<file path="config.mk">
export PLATFORM = sky130hd
export DESIGN_NAME = x86_alu_with_flags
export DESIGN_NICKNAME = d
export VERILOG_FILES = /design/src/hdl/x86alu_pkg.sv /design/src/hdl/x86alu_core.sv /design/src/hdl/x86_alu_with_flags.sv
export SDC_FILE = /design/constraint.sdc
export NUM_CORES = 1
export LEC_CHECK = 0
export ABC_AREA = 1
export ABC_CLOCK_PERIOD_IN_PS = 4000
export BUFFER_PORTS_ARGS = -buffer_cell sky130_fd_sc_hd__buf_2
export CAP_MARGIN = 25
export CORE_ASPECT_RATIO = 0.9
export CORE_MARGIN = 3
export CORE_UTILIZATION = 30
export DETAILED_ROUTE_END_ITERATION = 8
export SYNTH_ARGS = -nofsm -noshare
export SYNTH_HDL_FRONTEND = slang
export SYNTH_SLANG_ARGS = --single-unit
</file>
<file path="constraint.sdc">
create_clock -name clk -period 4 [get_ports clk]
set_clock_uncertainty 0.15 [all_clocks]
set_input_delay 0.8 -clock clk [delete_from_list [all_inputs] [get_ports clk]]
set_output_delay 0.8 -clock clk [all_outputs]
set_load 0.005 [all_outputs]
</file>
<file path="src/hdl/x86alu_pkg.sv">
// Types and constants of the 8086-style ALU with flags.
package x86alu_pkg;

  typedef enum logic [3:0] {
    OP_ADD  = 4'd0,
    OP_OR   = 4'd1,
    OP_ADC  = 4'd2,
    OP_SBB  = 4'd3,
    OP_AND  = 4'd4,
    OP_SUB  = 4'd5,
    OP_XOR  = 4'd6,
    OP_CMP  = 4'd7,
    OP_MOV  = 4'd8,
    OP_TEST = 4'd9
  } op_t;

  localparam logic [15:0] FLAG_MASK = 16'h08D5;
  localparam logic [15:0] HIGH_MASK = 16'hFF00;
  localparam logic [15:0] LOW_MASK  = 16'h00FF;

  localparam int CF_BIT = 0;
  localparam int PF_BIT = 2;
  localparam int AF_BIT = 4;
  localparam int ZF_BIT = 6;
  localparam int SF_BIT = 7;
  localparam int OF_BIT = 11;

  typedef struct packed {
    logic [3:0]  opcode;
    logic        wide;
    logic [15:0] source_value;
    logic [15:0] dest_value;
    logic [15:0] flags_in;
  } alu_in_t;

  typedef struct packed {
    logic [15:0] result_value;
    logic [15:0] flags_out;
  } alu_out_t;

endpackage

</file>
<file path="src/hdl/x86alu_core.sv">
// Combinational ALU datapath: result value and updated flags for one item.
module x86alu_core (
  input  x86alu_pkg::alu_in_t  item,
  output x86alu_pkg::alu_out_t res
);
  import x86alu_pkg::*;

  logic [15:0] wmask;
  logic [15:0] s;
  logic [15:0] d;
  logic        cin;
  logic [16:0] sum;
  logic [16:0] diff;
  logic [15:0] r;
  logic [15:0] stored;
  logic        carry;
  logic        ovf;
  logic        aux;
  logic        arith;
  logic        logical;
  logic        setflags;
  logic        sign;
  logic [15:0] nf;

  always_comb begin
    wmask = item.wide ? (HIGH_MASK | LOW_MASK) : LOW_MASK;
    s     = item.source_value & wmask;
    d     = item.dest_value & wmask;
    cin   = item.flags_in[CF_BIT];
    sum   = {1'b0, d} + {1'b0, s} + {16'd0, (item.opcode == OP_ADC) && cin};
    diff  = {1'b0, d} - {1'b0, s} - {16'd0, (item.opcode == OP_SBB) && cin};

    r        = d;
    stored   = d;
    carry    = 1'b0;
    ovf      = 1'b0;
    arith    = 1'b0;
    logical  = 1'b0;
    case (item.opcode) inside
      OP_ADD, OP_ADC: begin
        r      = sum[15:0] & wmask;
        stored = r;
        carry  = item.wide ? sum[16] : sum[8];
        ovf    = item.wide ? (~(d[15] ^ s[15]) & (d[15] ^ r[15]))
                           : (~(d[7] ^ s[7]) & (d[7] ^ r[7]));
        arith  = 1'b1;
      end
      OP_SBB, OP_SUB, OP_CMP: begin
        r      = diff[15:0] & wmask;
        stored = (item.opcode == OP_CMP) ? d : r;
        carry  = item.wide ? diff[16] : diff[8];
        ovf    = item.wide ? ((d[15] ^ s[15]) & (d[15] ^ r[15]))
                           : ((d[7] ^ s[7]) & (d[7] ^ r[7]));
        arith  = 1'b1;
      end
      OP_OR: begin
        r       = d | s;
        stored  = r;
        logical = 1'b1;
      end
      OP_AND: begin
        r       = d & s;
        stored  = r;
        logical = 1'b1;
      end
      OP_XOR: begin
        r       = d ^ s;
        stored  = r;
        logical = 1'b1;
      end
      OP_TEST: begin
        r       = d & s;
        stored  = d;
        logical = 1'b1;
      end
      OP_MOV: begin
        r      = s;
        stored = s;
      end
      default: begin
        r      = d;
        stored = d;
      end
    endcase

    setflags = arith | logical;
    aux      = arith & (d[4] ^ s[4] ^ r[4]);
    sign     = item.wide ? r[15] : r[7];

    nf         = 16'd0;
    nf[CF_BIT] = carry;
    nf[PF_BIT] = ~^r[7:0];
    nf[AF_BIT] = aux;
    nf[ZF_BIT] = (r == 16'd0);
    nf[SF_BIT] = sign;
    nf[OF_BIT] = ovf;

    res.result_value = stored;
    res.flags_out    = setflags ? ((item.flags_in & ~FLAG_MASK) | (nf & FLAG_MASK))
                                : item.flags_in;
  end

endmodule

</file>
<file path="src/hdl/x86_alu_with_flags.sv">
// Top level of the 8086-style two-operand ALU with flags.
// Each accepted item runs one operation (add, or, adc, sbb, and, sub, xor, cmp,
// mov or test) on 8-bit or 16-bit operands and returns the new destination
// value and the flags word, in which only carry, parity, auxiliary, zero, sign
// and overflow are replaced. An item is captured in an input register, passes
// through the ALU logic and lands in a result register, from which it is
// offered on the result port. A new item can be accepted every cycle while
// the result register is empty or its result is being taken. While a result
// waits to be taken, the block accepts one more item into its input register
// and then holds op_ready low. Other opcodes leave value and flags unchanged.
module x86_alu_with_flags (
  input  logic        clk,
  input  logic        rst,
  input  logic        op_valid,
  output logic        op_ready,
  input  logic [3:0]  opcode,
  input  logic        wide,
  input  logic [15:0] source_value,
  input  logic [15:0] dest_value,
  input  logic [15:0] flags_in,
  output logic        res_valid,
  input  logic        res_ready,
  output logic [15:0] result_value,
  output logic [15:0] flags_out
);
  import x86alu_pkg::*;

  alu_in_t  stage;
  logic     stage_valid;
  alu_out_t alu_res;
  alu_out_t result;
  logic     out_free;

  assign out_free = !res_valid || res_ready;
  assign op_ready = !stage_valid || out_free;

  always_ff @(posedge clk) begin
    if (rst) begin
      stage_valid <= 1'b0;
    end else if (op_ready) begin
      stage_valid <= op_valid;
    end
  end

  always_ff @(posedge clk) begin
    if (op_ready && op_valid) begin
      stage <= '{opcode: opcode, wide: wide, source_value: source_value,
                 dest_value: dest_value, flags_in: flags_in};
    end
  end

  x86alu_core u_core (
    .item (stage),
    .res  (alu_res)
  );

  always_ff @(posedge clk) begin
    if (rst) begin
      res_valid <= 1'b0;
    end else if (out_free) begin
      res_valid <= stage_valid;
    end
  end

  always_ff @(posedge clk) begin
    if (out_free && stage_valid) begin
      result <= alu_res;
    end
  end

  assign result_value = result.result_value;
  assign flags_out    = result.flags_out;

endmodule

</file>
# --- Yosys cells after proc, flatten, opt, wreduce, memory -nomap -nowiden ---
# Index checks and enable logic that the tools add are counted.
op_classes:
  addsub: 4
  bitwise: 24
  n_eq_ne: 9
  mux: 33
  n_div: 0
  shift: 0
  n_lt_le_gt_ge: 0
  n_mul: 0
  reduce_logical: 13
ops:
  columns: ["operator", "n"]
  rows:
  - ["16-bit 2-to-1 mux", 16]
  - ["16-bit AND", 5]
  - ["16-bit by 16-bit adder with 17-bit output", 1]
  - ["17-bit by 1-bit adder with 17-bit output", 1]
  - ["1-bit 2-to-1 mux", 17]
  - ["16-bit by 16-bit subtractor with 17-bit output", 1]
  - ["17-bit by 1-bit subtractor with 17-bit output", 1]
  - ["4-bit by 3-bit == test with 1-bit output (second input constant)", 4]
  - ["16-bit zero test", 1]
  - ["16-bit by 12-bit bitwise OR with 16-bit output", 1]
  - ["16-bit bitwise OR", 1]
  - ["16-bit XOR", 1]
  - ["4-bit by 2-bit == test with 1-bit output (second input constant)", 2]
  - ["4-bit == test (second input constant)", 2]
  - ["8-bit XNOR reduction", 1]
  - ["1-bit XOR", 8]
  - ["1-bit AND", 5]
  - ["4-bit by 1-bit == test with 1-bit output (second input constant)", 1]
  - ["1-bit logical AND", 4]
  - ["4-bit zero test", 1]
  - ["3-bit OR reduction", 1]
  - ["1-bit zero test", 2]
  - ["1-bit logical OR", 2]
  - ["1-bit NOT", 2]
  - ["other kinds (2)", 2]
word_totals:
  mem_count: 0
  rom_bits: 0
  ramBits: 0
  register_bits: 87
  latch_bits: 0
  out_inout_bits: 34
  inputBits: 57
  elab_cells: 92

# --- Depth between registers and ports, before layout ---
# Gate-level depths: netlist (run 1).
depth:
  ltp_word: 13
  ltp_mapped: 24
  ltp_nobuf: 23

# --- Hierarchy ---
# From an unflattened synthesis (run 1), not the netlist that was laid out.
hier_totals:
  hier_cells: 1018
  hier_area_um2: 7488.4
by_module_without_submodules:
  columns: ["mod", "cells_per_inst", "n_inst", "seq_area_each_um2", "area_per_inst_um2"]
  rows:
  - ["x86alu_core", 921, 1, 0.0, 4844.6]
  - ["x86_alu_with_flags", 97, 1, 2592.5, 2643.8]

# --- Worst setup path after synthesis (run 1) ---
# OpenSTA, ideal clock, no wires.
synth_timing:
  kind: "flip-flop to flip-flop"
  from: "register stage[51] in the netlist's numbering"
  to: "register result, in the netlist flags_out[2] (data pin)"
  slack_ns: 0.599
  period_less_slack_ns: 3.401
  stages_incl_launch_ff: 18
  n_path_buf: 0
  arrival_time_ns: 2.987
  setup_ns: 0.264
  t_required_ns: 3.586
  cell_sequence: "edfxtp_1 -> nor2_1 -> nand3_1 -> fa_1 -> ha_1 -> nand2_1 -> o21ai_1 -> nand2_1 -> nand2_1 -> xnor2_1 -> nand2_1 -> nand2_1 -> inv_1 -> a21boi_0 -> ha_1 -> xnor2_1 -> xnor2_1 -> o21ai_0"
synth_lines:
  columns: ["item", "line_no", "rtl"]
  rows:
  - ["start: declaration", "x86_alu_with_flags.sv:28", "alu_in_t stage;"]
  - ["start signal: assignment", "x86_alu_with_flags.sv:47", "stage <= '{opcode: opcode, wide: wide, source_value: source_value,"]
  - ["end signal: assignment", "x86_alu_with_flags.sv:67", "result <= alu_res;"]
  - ["end: declaration", "x86_alu_with_flags.sv:31", "alu_out_t result;"]

==> Flow_metrics.wiki, run 1 <==
{| class="wikitable"
! Metric !! Value
|-
| Run status || finished clean
|-
| Portion of total power attributed to the clock network || 0.301
|-
| Number of H-tree levels || 3
|-
| Insertion delay to the later sink of the worst-skew pair || 0.36 ns
|-
| Vias in the first global route || 6354
|-
| Count of warnings emitted by yosys || 0
|-
| Req. time, crit path || 4.08 ns
|-
| Clock transition at the registers of the reported paths || 0.07 ns
|-
| First-pass GRT wire length || 35.22 mm
|-
| Yosys top cell area share || 0.3468
|-
| IO Pins || 91
|-
| Critical-path top delay cell || sky130_fd_sc_hd__edfxtp_1
|-
| Final Setup Violations || 0
|-
| Switch Pwr || 1024 µW
|-
| Setup crit end kind || flop
|-
| Post-synth EDFFs || 85
|-
| Net switching fraction of the power || 0.3587
|-
| Core Util, Final || 0.3560
|-
| Number of pins with negative max-slew slack in the final report || 0
|-
| DRC violation count after routing || 0
|-
| Final worst path period share || 0.9173
|-
| Final #Nets || 1191
|-
| Mean instance size in the synthesized netlist || 7.487 µm²
|-
| Routability cong. || 0.9763
|-
| Worst voltage drop across the vdd grid || 182.4 µV
|-
| Post-CTS setup-driven buffer insertion count || 0
|-
| Port Buf Inserts || 90
|-
| Register bit total from synthesis || 87
|-
| Pin count of the biggest net entering global routing || 33
|-
| Most frequent cell on the critical path || sky130_fd_sc_hd__nand2_1
|-
| DRC marker count from the first detailed-route iteration || 838
|-
| Detailed-route via count || 6911
|-
| Synthesis-to-finish area growth || 14.84%
|-
| Highest cell delay on the worst timing path || 0.46 ns
|-
| Maximum fanout along the worst path || 4
|-
| Root buf cell || sky130_fd_sc_hd__clkbuf_16
|-
| Maximum buffer depth of the clock tree || 2
|-
| Worst path bufs/invs || 1
|-
| Placed Instance Area || 8152 µm²
|-
| Total leakage power || 0.004125 µW
|-
| Hold WC Path Type || reg -> reg
|-
| Final std cell area, no fill || 8452 µm²
|-
| Data arrival time of the critical path || 3.75 ns
|-
| Headroom to the max-slew limit || 0.4238
|-
| Post-DR wirelength/cell || 16.52 µm
|-
| Detailed-route vias per instance || 5.041
|-
| # clock sinks || 87
|-
| Startpoint type of the worst setup path || flop
|-
| Sequential cell area fraction in the yosys report || 0.3523
|-
| Sequential fraction of design power || 0.387
|-
| Top area cells in the synthesized netlist || sky130_fd_sc_hd__edfxtp_1, sky130_fd_sc_hd__nand2_1, sky130_fd_sc_hd__ha_1, sky130_fd_sc_hd__inv_1, sky130_fd_sc_hd__nand3_1
|-
| Die width || 171.1 µm
|-
| Multi-input gate area || 4071 µm²
|-
| Combinational fraction of design power || 0.311
|-
| Total power per unit cell area || 337.8 nW/µm²
|-
| Antenna Violating Nets Remaining || 0
|-
| TritonCTS clock tree || done
|-
| Post-synthesis net count || 1110
|-
| Remaining global-route overflow || 0
|-
| Number of maximum-capacitance constraint violations || 0
|-
| Detailed-route wire length || 22.65 mm
|-
| Largest area contributor in the netlist || sky130_fd_sc_hd__edfxtp_1
|-
| Startpoint-to-endpoint class of the critical path || reg -> reg
|-
| Y dimension of the die || 154.6 µm
|-
| Number of hold-slack violations in the final timing report || 0
|-
| Floorplan core area || 23740 µm²
|-
| Overall die area || 26450 µm²
|-
| Post-synth cell types || 45
|-
| Dominant delay contributor by cell family on the critical path || simple AND/OR/NAND/NOR gates
|-
| DRT Pass-1 Iters || 6
|-
| Ordered list of cells on the worst path || nor2_2 -> nand3_1 -> fa_2 -> ha_1 -> nand2_1 -> o21ai_1 -> nand2_1 -> nand2_1 -> xnor2_1 -> nand2_1 -> nand2_1 -> inv_1 -> a21boi_0 -> ha_1 -> nand4_1 -> nor2_1 -> nand3_1 -> nor2_1 -> nand4_1 -> nand2_1
|-
| Measured slew at the worst slew-check pin || 0.8622 ns
|-
| Reg area || 2592 µm²
|-
| Num rows || 53
|-
| Fmax || 272.5 MHz
|-
| Starting density of the core || 0.3100
|-
| Dominant register cell in the synthesized netlist || sky130_fd_sc_hd__edfxtp_1
|-
| Number of instances in the synthesized netlist || 983
|-
| Inserted Clock Buffers || 9
|-
| Placed Cells || 1355
|-
| # fillers || 2509
|-
| Total internal power || 1831 µW
|-
| Cell area after technology mapping || 7360 µm²
|-
| Non-Filler Instances || 1371
|-
| Final Critical Period || 3.669 ns
|-
| Global router's overall resource usage || 0.1720
|-
| Async set or reset register ratio after synthesis || 0
|-
| Fraction of layout instances using a drive strength above 1 || 0.1403
|-
| Half-perimeter wire length after detailed placement || 17.52 mm
|-
| N_diodes || 0
|-
| Antenna violations before repair || 0
|}
## per-stage QoR
step                      total power (µW)  setup slack, ns   TNS [ns]  hold WS [ns]
after floorplan                       1728           0.5992          0        0.2503
after global placement                1985           0.3328          0        0.2502
after detailed placement              1996           0.2706          0        0.2545
after CTS                             2868           0.2592          0        0.2723
after global routing                  3043        -0.002903  -0.002903        0.2793
final                                 2855           0.3308          0        0.2733
## cells in the final DEF (no fill, tap or decap), types with 5 or more instances in the layout
cell and n:
sky130_fd_sc_hd__nand2_1 276, sky130_fd_sc_hd__inv_1 128, sky130_fd_sc_hd__buf_2 90, sky130_fd_sc_hd__edfxtp_1 85
sky130_fd_sc_hd__nand3_1 76, sky130_fd_sc_hd__ha_1 66, sky130_fd_sc_hd__nor2_1 64, sky130_fd_sc_hd__o21ai_0 53
sky130_fd_sc_hd__a21oi_1 52, sky130_fd_sc_hd__o211ai_1 21, sky130_fd_sc_hd__o21ai_1 20, sky130_fd_sc_hd__buf_4 11
sky130_fd_sc_hd__nand4_1 10, sky130_fd_sc_hd__clkbuf_16 9, sky130_fd_sc_hd__nor3_1 8, sky130_fd_sc_hd__inv_2 7
sky130_fd_sc_hd__o21ai_2 7, sky130_fd_sc_hd__xnor2_1 7, sky130_fd_sc_hd__xor2_1 7, sky130_fd_sc_hd__nand3b_1 7
sky130_fd_sc_hd__o221ai_1 6, sky130_fd_sc_hd__a31oi_1 5, sky130_fd_sc_hd__a21boi_0 5
## state kept, by name, summed over array words and instances (netlist names)
signal / cells
flags_out: 16
res_valid: 1
result_value: 16
stage_valid: 1
stage: 53
## cell type report
| type | count | area share |
|---|---|---|
| Clock buffer | 9 | 0.02665 |
| Tap cell | 302 | 0.04471 |
| Timing Repair Buffer | 104 | 0.07195 |
| Inverter | 135 | 0.05996 |
| Multi-Input combinational cell | 727 | 0.4817 |
| Sequential cell | 87 | 0.3067 |
| Clock inverter | 7 | 0.008290 |
## cell families (layout without fill, tap and decap cells)
group / after synthesis / after routing / share of synthesized area
xor gates and xnor gates: 14 / 14 / 0.01666
adders and majority gates: 70 / 70 / 0.1231
and+or+nand+nor: 456 / 456 / 0.2616
buffers and inverters: 169 / 255 / 0.09673
DFF: 87 / 87 / 0.3523
AOI/OAI and AO/OA: 187 / 187 / 0.1496
## synthesized netlist by cell type (4+ instances only)
cell                       count
sky130_fd_sc_hd__nand2_1     276
sky130_fd_sc_hd__inv_1       129
sky130_fd_sc_hd__edfxtp_1     85
sky130_fd_sc_hd__nand3_1      76
sky130_fd_sc_hd__ha_1         66
sky130_fd_sc_hd__nor2_1       65
sky130_fd_sc_hd__a21oi_1      53
sky130_fd_sc_hd__o21ai_0      53
sky130_fd_sc_hd__o211ai_1     21
sky130_fd_sc_hd__o21ai_1      20
sky130_fd_sc_hd__buf_2        11
sky130_fd_sc_hd__clkbuf_1     11
sky130_fd_sc_hd__nand4_1      10
sky130_fd_sc_hd__nor3_1        8
sky130_fd_sc_hd__nand3b_1      7
sky130_fd_sc_hd__o21ai_2       7
sky130_fd_sc_hd__xnor2_1       7
sky130_fd_sc_hd__xor2_1        7
sky130_fd_sc_hd__buf_6         6
sky130_fd_sc_hd__inv_2         6
sky130_fd_sc_hd__o221ai_1      6
sky130_fd_sc_hd__a21boi_0      5
sky130_fd_sc_hd__a31oi_1       5
sky130_fd_sc_hd__buf_4         5
sky130_fd_sc_hd__fa_1          4
sky130_fd_sc_hd__nand2_2       4
sky130_fd_sc_hd__o21bai_1      4
sky130_fd_sc_hd__or2_2         4
## what timing repair did
action / 4_1_cts / 5_1_grt
gates resized for setup: 0 / 2
hold buffers: 0 / 0
setup endpoints to repair: 0 / 2
## power groups by stage
stage	logic (µW)	registers, µW	clock network [µW]
after global placement	859	1130	0
after global routing	1000	1110	930
after floorplan	608	1120	0
final	888	1110	861
after detailed placement	869	1130	0
after CTS	874	1110	888
## path summary, 6_finish.rpt
path | startpoint | end | slack (ns) | depth (start not counted)
worst max-delay path | stage[52]$_DFFE_PP_ | flags_out[6]$_DFFE_PP_ | 0.33 | 20
worst min register to register | stage[9]$_DFFE_PP_ | flags_out[9]$_DFFE_PP_ | 0.27 | 0
worst min-delay path | stage[9]$_DFFE_PP_ | flags_out[9]$_DFFE_PP_ | 0.27 | 0
worst max register to register | stage[52]$_DFFE_PP_ | flags_out[6]$_DFFE_PP_ | 0.33 | 20
## layer usage
layer	vias up	GRT usage	wire, µm
li1	3446	-	-
met2	311	0.2366	9247
met4	0	0.04138	326
met5	-	0	0
met3	30	0.03578	2128
met1	3124	0.2711	10950
(Power assumes the default switching activity.)
==> run 2, diff against run 1 <==
CORE_MARGIN = default   (was 3)
==> run 2 against run 1 <==
Net effect:
- sequential share of layout area about the same
- final area is 0.12% lower
- critical path type unchanged
- via count increased by 0.45%
- register-to-register slack got worse by 0.04 ns
- non-clock buffer count increased by 4
- critical path depth fell by 4
- setup slack worse by 0.044 ns
- critical endpoint is now flags_out[2]$_DFFE_PP_
- largest power group unchanged
==> Flow_metrics.wiki, run 2 (synthesis gave the netlist of run 1 again) <==
{| class="wikitable"
! Metric !! Value
|-
| Run status || finished clean
|-
| Final Setup Violations || 0
|-
| Startpoint-to-endpoint class of the critical path || reg -> reg
|-
| Insertion delay to the later sink of the worst-skew pair || 0.36 ns
|-
| Synthesis-to-finish area growth || 14.71%
|-
| Maximum fanout along the worst path || 5
|-
| Inserted Clock Buffers || 9
|-
| Worst hold margin || 0.2715 ns
|-
| DRC marker count from the first detailed-route iteration || 678
|-
| Starting density of the core || 0.3100
|-
| Setup repair after global routing missed its margin || no
|-
| Met2 Wirelength || 9.225 mm
|-
| Fraction of layout instances using a drive strength above 1 || 0.1426
|-
| Root buf cell || sky130_fd_sc_hd__clkbuf_16
|-
| Final Critical Period || 3.713 ns
|-
| Antenna violations before repair || 0
|-
| Ordered list of cells on the worst path || nor2_1 -> nand3_1 -> fa_1 -> inv_1 -> fa_1 -> nand3_1 -> nand3_1 -> inv_1 -> nor2_1 -> nor3_1 -> nor3_1 -> a31oi_1 -> ha_1 -> xnor2_1 -> xnor2_1 -> o21ai_0
|-
| Routability cong. || 0.9339
|-
| Most flop-heavy register || stage
|-
| DRC violation count after routing || 0
|-
| Total power per unit cell area || 338.5 nW/µm²
|-
| # fillers || 2560
|-
| Measured slew at the worst slew-check pin || 1.030 ns
|-
| Maximum buffer depth of the clock tree || 2
|-
| Data arrival time of the critical path || 3.67 ns
|-
| Overall die area || 25160 µm²
|-
| Startpoint type of the worst setup path || flop
|-
| First-pass GRT wire length || 35.02 mm
|-
| Non-Filler Instances || 1375
|-
| Global router's overall resource usage || 0.1842
|-
| Pin count of the biggest net entering global routing || 33
|-
| IO Pins || 91
|-
| TritonCTS clock tree || done
|-
| Headroom to the max-slew limit || 0.3115
|-
| Highest cell delay on the worst timing path || 0.50 ns
|-
| Antenna Violating Nets Remaining || 0
|-
| Most frequent cells in the layout || sky130_fd_sc_hd__nand2_1, sky130_fd_sc_hd__inv_1, sky130_fd_sc_hd__buf_2
|-
| Detailed-route vias per instance || 5.049
|-
| Half-perimeter wire length after detailed placement || 17.74 mm
|-
| Detailed-route via count || 6942
|-
| Worst setup slack after placement || 0.2753 ns
|-
| Highest routed metal layer || met4
|-
| Vias in the first global route || 6364
|-
| Worst voltage drop across the vdd grid || 236.7 µV
|-
| Worst setup slack for register-to-register paths || 0.29 ns
|-
| Sum of negative setup slack || 0 ns
|-
| Num rows || 53
|-
| Metal-1 WL || 11.53 mm
|-
| Flip-flop count of the largest register after layout || 53
|-
| Placed Instance Area || 8127 µm²
|-
| Port Buf Inserts || 90
|-
| Detailed-route wire length || 22.96 mm
|-
| DRT Pass-1 Iters || 6
|-
| Final worst path period share || 0.9283
|-
| Post-DR wirelength/cell || 16.69 µm
|-
| # clock sinks || 87
|-
| Worst setup slack after layout || 0.2866 ns
|-
| Number of hold-slack violations in the final timing report || 0
|-
| Most frequent cell on the critical path || sky130_fd_sc_hd__nand3_1
|-
| Placed Cells || 1357
|-
| Fmax || 269.3 MHz
|-
| Clock transition at the registers of the reported paths || 0.07 ns
|-
| Routed length on met3 || 1.880 mm
|-
| Critical-path top delay cell || sky130_fd_sc_hd__edfxtp_1
|-
| Number of pins with negative max-slew slack in the final report || 0
|-
| Remaining global-route overflow || 0
|-
| Req. time, crit path || 3.95 ns
|-
| Floorplan core area || 23740 µm²
|-
| Final #Nets || 1195
|-
| Total leakage power || 0.004130 µW
|-
| Setup crit end kind || flop
|-
| Most common library cell in the layout ignoring fill and taps || sky130_fd_sc_hd__nand2_1
|-
| Number of maximum-capacitance constraint violations || 0
|-
| Number of H-tree levels || 3
|-
| Die width || 167.1 µm
|-
| Final std cell area, no fill || 8442 µm²
|-
| N_diodes || 0
|-
| Y dimension of the die || 150.6 µm
|-
| Hold WC Path Type || reg -> reg
|}
[run 2: changes by cell type in the layout (fill, tap and decap cells not counted), sizes merged]
| cell | before | now |
|---|---|---|
| buf | 104 | 108 |
| inv | 140 | 139 |
| clkinv | 1 | 2 |
[run 2: final timing paths]
path | from | to | cells past startpoint
hold reg to reg | stage[3]$_DFFE_PP_ | flags_out[3]$_DFFE_PP_ | 0
setup / recovery | stage[49]$_DFFE_PP_ | flags_out[2]$_DFFE_PP_ | 16
hold / removal | stage[3]$_DFFE_PP_ | flags_out[3]$_DFFE_PP_ | 0
setup reg to reg | stage[49]$_DFFE_PP_ | flags_out[2]$_DFFE_PP_ | 16
[run 2: stage by stage]
step | util | total power [µW]
2_1_floorplan | - | 1728
3_3_place_gp | 0.3423 | 1997
3_5_place_dp | 0.3423 | 2001
4_1_cts | 0.3549 | 2885
5_1_grt | 0.3556 | 3038
6_report | 0.3556 | 2858
[run 2: worst max-delay path: cells and delay by family (launching register included)]
kind                       cells  cell delay, ns
adders and majority gates      3            0.96
and+or+nand+nor                7            1.13
buffers and inverters          2            0.18
AOI/OAI and AO/OA              2            0.18
xor gates and xnor gates       2            0.35
DFF                            1            0.50
[run 2: metal layers]
metal	GRT usage	vias up
li1	-	3447
met1	0.2737	3204
met3	0.04154	19
met5	0	-
met4	0.04815	0
met2	0.2642	272
[run 2: cell type report]
type | instances | area (µm²) | area share
multi-input combinational | 727 | 4069 | 0.4820
sequential | 87 | 2592 | 0.3071
timing repair buffer | 108 | 598.1 | 0.07085
inverter | 135 | 506.7 | 0.06003
tap | 302 | 377.9 | 0.04476
clock buffer | 9 | 225.2 | 0.02668
clock inverter | 7 | 72.57 | 0.008596
[run 2: power by group]
| part | total [µW] | switching, µW | internal (µW) |
|---|---|---|---|
| clock | 861 | 420 | 441 |
| sequential | 1100 | 31.0 | 1070 |
| combinational | 892 | 576 | 316 |
[run 2: repair_timing]
item                                    4_1_cts  5_1_grt
hold buffers                                  0        0
resized for setup                             0        1
setup buffers                                 0        2
endpoints found under the setup margin        0        2
==> run 3, diff against run 2 <==
SYNTH_HIERARCHICAL = 1   (was default)
==> run 3 against run 2 <==
Net effect:
- largest cell class unchanged
- via count grew 2.4%
- clock power increased by 5.1%
- largest power group unchanged
- synthesized area up 1.8%
- sequential power barely moved
- register-to-register slack is essentially flat
- synthesized cell count grew 3.6%
- wire length about the same
- final area is 2.0% higher
- utilization is 0.24 points lower
- first-iteration DRC count increased by 9.6%
==> Flow_metrics.wiki, run 3 <==
{| class="wikitable"
! Metric !! Value
|-
| # fillers || 2571
|-
| Headroom to the max-slew limit || 0.3927
|-
| Req. time, crit path || 4.07 ns
|-
| Number of H-tree levels || 3
|-
| Post-synthesis net count || 1145
|-
| Non-Filler Instances || 1439
|-
| Port Buf Inserts || 90
|-
| Worst setup path startpoint || stage[51]$_DFFE_PP_
|-
| Total power per unit cell area || 337.7 nW/µm²
|-
| Most common library cell in the layout ignoring fill and taps || sky130_fd_sc_hd__nand2_1
|-
| Placed Cells || 1422
|-
| Half-perimeter wire length after detailed placement || 17.50 mm
|-
| Cell with the most instances after synthesis || sky130_fd_sc_hd__nand2_1
|-
| Ordered list of cells on the worst path || nor2_4 -> nand4_1 -> fa_1 -> inv_1 -> ha_1 -> inv_1 -> nand2_1 -> nand2_1 -> nand2_1 -> nand2_1 -> nand3_1 -> nand2_1 -> nand2_1 -> o21ai_0 -> inv_1 -> a21boi_1 -> ha_1 -> nand4_1 -> nor2_2 -> nand4_1 -> nor2_1 -> nand3_1 -> nand2_1
|-
| Worst voltage drop across the vdd grid || 202.4 µV
|-
| Antenna Violating Nets Remaining || 0
|-
| Detailed-route via count || 7109
|-
| Dominant register cell in the synthesized netlist || sky130_fd_sc_hd__edfxtp_1
|-
| Starting density of the core || 0.3070
|-
| DRT Pass-1 Iters || 5
|-
| Async set or reset register ratio after synthesis || 0
|-
| Antenna violations before repair || 0
|-
| Total Power Consumption || 2909 µW
|-
| Maximum buffer depth of the clock tree || 2
|-
| Mean instance size in the synthesized netlist || 7.356 µm²
|-
| Core Util, Final || 0.3532
|-
| Most frequent cells in the layout || sky130_fd_sc_hd__nand2_1, sky130_fd_sc_hd__inv_1, sky130_fd_sc_hd__buf_2
|-
| Data arrival time of the critical path || 3.77 ns
|-
| Highest cell delay on the worst timing path || 0.58 ns
|-
| Synthesis-to-finish area growth || 15.04%
|-
| Hold Startpoint || stage[13]$_DFFE_PP_
|-
| Global router's overall resource usage || 0.1831
|-
| DRC marker count from the first detailed-route iteration || 743
|-
| Measured slew at the worst slew-check pin || 0.9099 ns
|-
| Detailed-route wire length || 22.97 mm
|-
| Dominant delay contributor by cell family on the critical path || simple AND/OR/NAND/NOR gates
|-
| Fraction of layout instances using a drive strength above 1 || 0.1423
|-
| Pin count of the biggest net entering global routing || 48
|-
| Number of maximum-capacitance constraint violations || 0
|-
| Count of warnings emitted by yosys || 6
|-
| Routability cong. || 0.9553
|-
| Vias in the first global route || 6520
|-
| Overall die area || 25600 µm²
|-
| Number of cells on the critical path || 23
|-
| Post-synth EDFFs || 85
|-
| Floorplan core area || 24390 µm²
|-
| DRC violation count after routing || 0
|-
| Worst hold margin || 0.2676 ns
|-
| Most frequent cell on the critical path || sky130_fd_sc_hd__nand2_1
|-
| Register bit total from synthesis || 87
|-
| Post-DR wirelength/cell || 15.96 µm
|-
| Startpoint-to-endpoint class of the critical path || reg -> reg
|-
| Total leakage power || 0.004148 µW
|-
| Clock transition at the registers of the reported paths || 0.06 ns
|-
| Top area cells in the synthesized netlist || sky130_fd_sc_hd__edfxtp_1, sky130_fd_sc_hd__nand2_1, sky130_fd_sc_hd__ha_1, sky130_fd_sc_hd__inv_1, sky130_fd_sc_hd__nand3_1
|-
| Remaining global-route overflow || 0
|-
| Post-synth cell types || 48
|-
| Most frequent cells after synthesis || sky130_fd_sc_hd__nand2_1, sky130_fd_sc_hd__inv_1, sky130_fd_sc_hd__edfxtp_1
|-
| Cell area after technology mapping || 7488 µm²
|-
| Critical-path top delay cell || sky130_fd_sc_hd__fa_1
|-
| Final #Nets || 1226
|-
| Worst setup slack for register-to-register paths || 0.30 ns
|-
| Most flop-heavy register || stage
|-
| Setup crit end kind || flop
|-
| TritonCTS clock tree || done
|-
| Run status || finished clean
|-
| Fmax || 270.3 MHz
|-
| Final Setup Violations || 0
|-
| Root buf cell || sky130_fd_sc_hd__clkbuf_16
|-
| Maximum fanout along the worst path || 3
|-
| Number of instances in the synthesized netlist || 1018
|-
| Yosys top cell area share || 0.3409
|-
| Die width || 168.5 µm
|-
| Number of hold-slack violations in the final timing report || 0
|-
| Count of cells along the worst register-to-register path || 23
|-
| Y dimension of the die || 151.9 µm
|-
| Hold WC Path Type || reg -> reg
|-
| Final Critical Period || 3.700 ns
|-
| IO Pins || 91
|-
| # clock sinks || 87
|-
| First-pass GRT wire length || 36.11 mm
|-
| Sequential cell area fraction in the yosys report || 0.3462
|-
| Startpoint type of the worst setup path || flop
|-
| Detailed-route vias per instance || 4.940
|-
| Number of pins with negative max-slew slack in the final report || 0
|-
| Num rows || 54
|-
| Largest area contributor in the netlist || sky130_fd_sc_hd__edfxtp_1
|-
| Critical Path End || flags_out[6]$_DFFE_PP_
|-
| Insertion delay to the later sink of the worst-skew pair || 0.35 ns
|-
| End of the worst register-to-register path || flags_out[6]$_DFFE_PP_
|-
| Worst path bufs/invs || 3
|-
| N_diodes || 0
|-
| Flip-flop count of the largest register after layout || 53
|-
| Inserted Clock Buffers || 9
|-
| Final worst path period share || 0.9250
|-
| R2R Path Start || stage[51]$_DFFE_PP_
|}
## run 3: cell count changes after synthesis, moves of 6 or more
cell,delta
sky130_fd_sc_hd__nand2_1,+18
sky130_fd_sc_hd__o21ai_2,-6
sky130_fd_sc_hd__o21ai_0,+6
sky130_fd_sc_hd__buf_4,+10
sky130_fd_sc_hd__o21ai_1,+8
sky130_fd_sc_hd__a21oi_1,+9
## run 3: cells by family after synthesis
family                     Yosys count  share of synthesized area
xor gates and xnor gates            10                    0.01170
buffers and inverters              174                     0.1011
adders and majority gates           70                     0.1210
AOI/OAI and AO/OA                  201                     0.1532
and+or+nand+nor                    476                     0.2668
DFF                                 87                     0.3462
## run 3: through the flow
stage | setup WS (ns) | TNS (ns) | instance area [µm²]
after floorplan | 0.6015 | 0 | 7488
after global placement | 0.2235 | 0 | 8259
after detailed placement | 0.08625 | 0 | 8259
after CTS | 0.05043 | 0 | 8571
after global routing | -0.002333 | -0.002333 | 8615
final | 0.2998 | 0 | 8615
## run 3: final cells by class
cell class	instances	area, µm²	share of cell area
clock buffers	9	225.2	0.02614
clock inverters	6	86.33	0.01002
inverters	132	495.5	0.05752
multi-input cells	757	4179	0.4851
flip-flops and latches	87	2592	0.3009
well taps	336	420.4	0.04880
repair buffers	112	615.6	0.07146
## run 3: worst min path at each step
| stage | slack [ns] | endpoint | cells after the start |
|---|---|---|---|
| floorplan | 0.31 | res_valid$_SDFFE_PP0P_ | 2 |
| detailed placement | 0.26 | flags_out[13]$_DFFE_PP_ | 0 |
| global placement | 0.25 | flags_out[1]$_DFFE_PP_ | 0 |
| global route | 0.27 | flags_out[1]$_DFFE_PP_ | 0 |
| CTS | 0.27 | flags_out[13]$_DFFE_PP_ | 0 |
| finish | 0.27 | flags_out[13]$_DFFE_PP_ | 0 |
## run 3: worst reg2reg max path: cells and delay by family (launching register included)
kind | cells | cell delay, ns
and+or+nand+nor | 15 | 1.58
adders and majority gates | 3 | 0.92
DFF | 1 | 0.43
AOI/OAI and AO/OA | 2 | 0.33
buffers and inverters | 3 | 0.17
## run 3: what timing repair did
item	in CTS	in global routing
hold endpoints to repair	0	0
resized for setup	0	8
buffers inserted	0	2
hold buffers	0	0
endpoints found under the setup margin	0	2
## run 3: layer usage
layer | track usage | share of wire | vias to the layer above
met3 | 0.03517 | 0.073 | 30
li1 | - | - | 3544
met1 | 0.2581 | 0.47 | 3267
met4 | 0.04156 | 0.014 | 0
met2 | 0.2881 | 0.45 | 268
met5 | 0 | 0 | -
## run 3: report_power, final
part	switching [µW]	internal (µW)	total, µW
Sequential	26.6	1070	1100
Combinational	580	322	902
Clock	363	543	905
Total	970	1940	2910
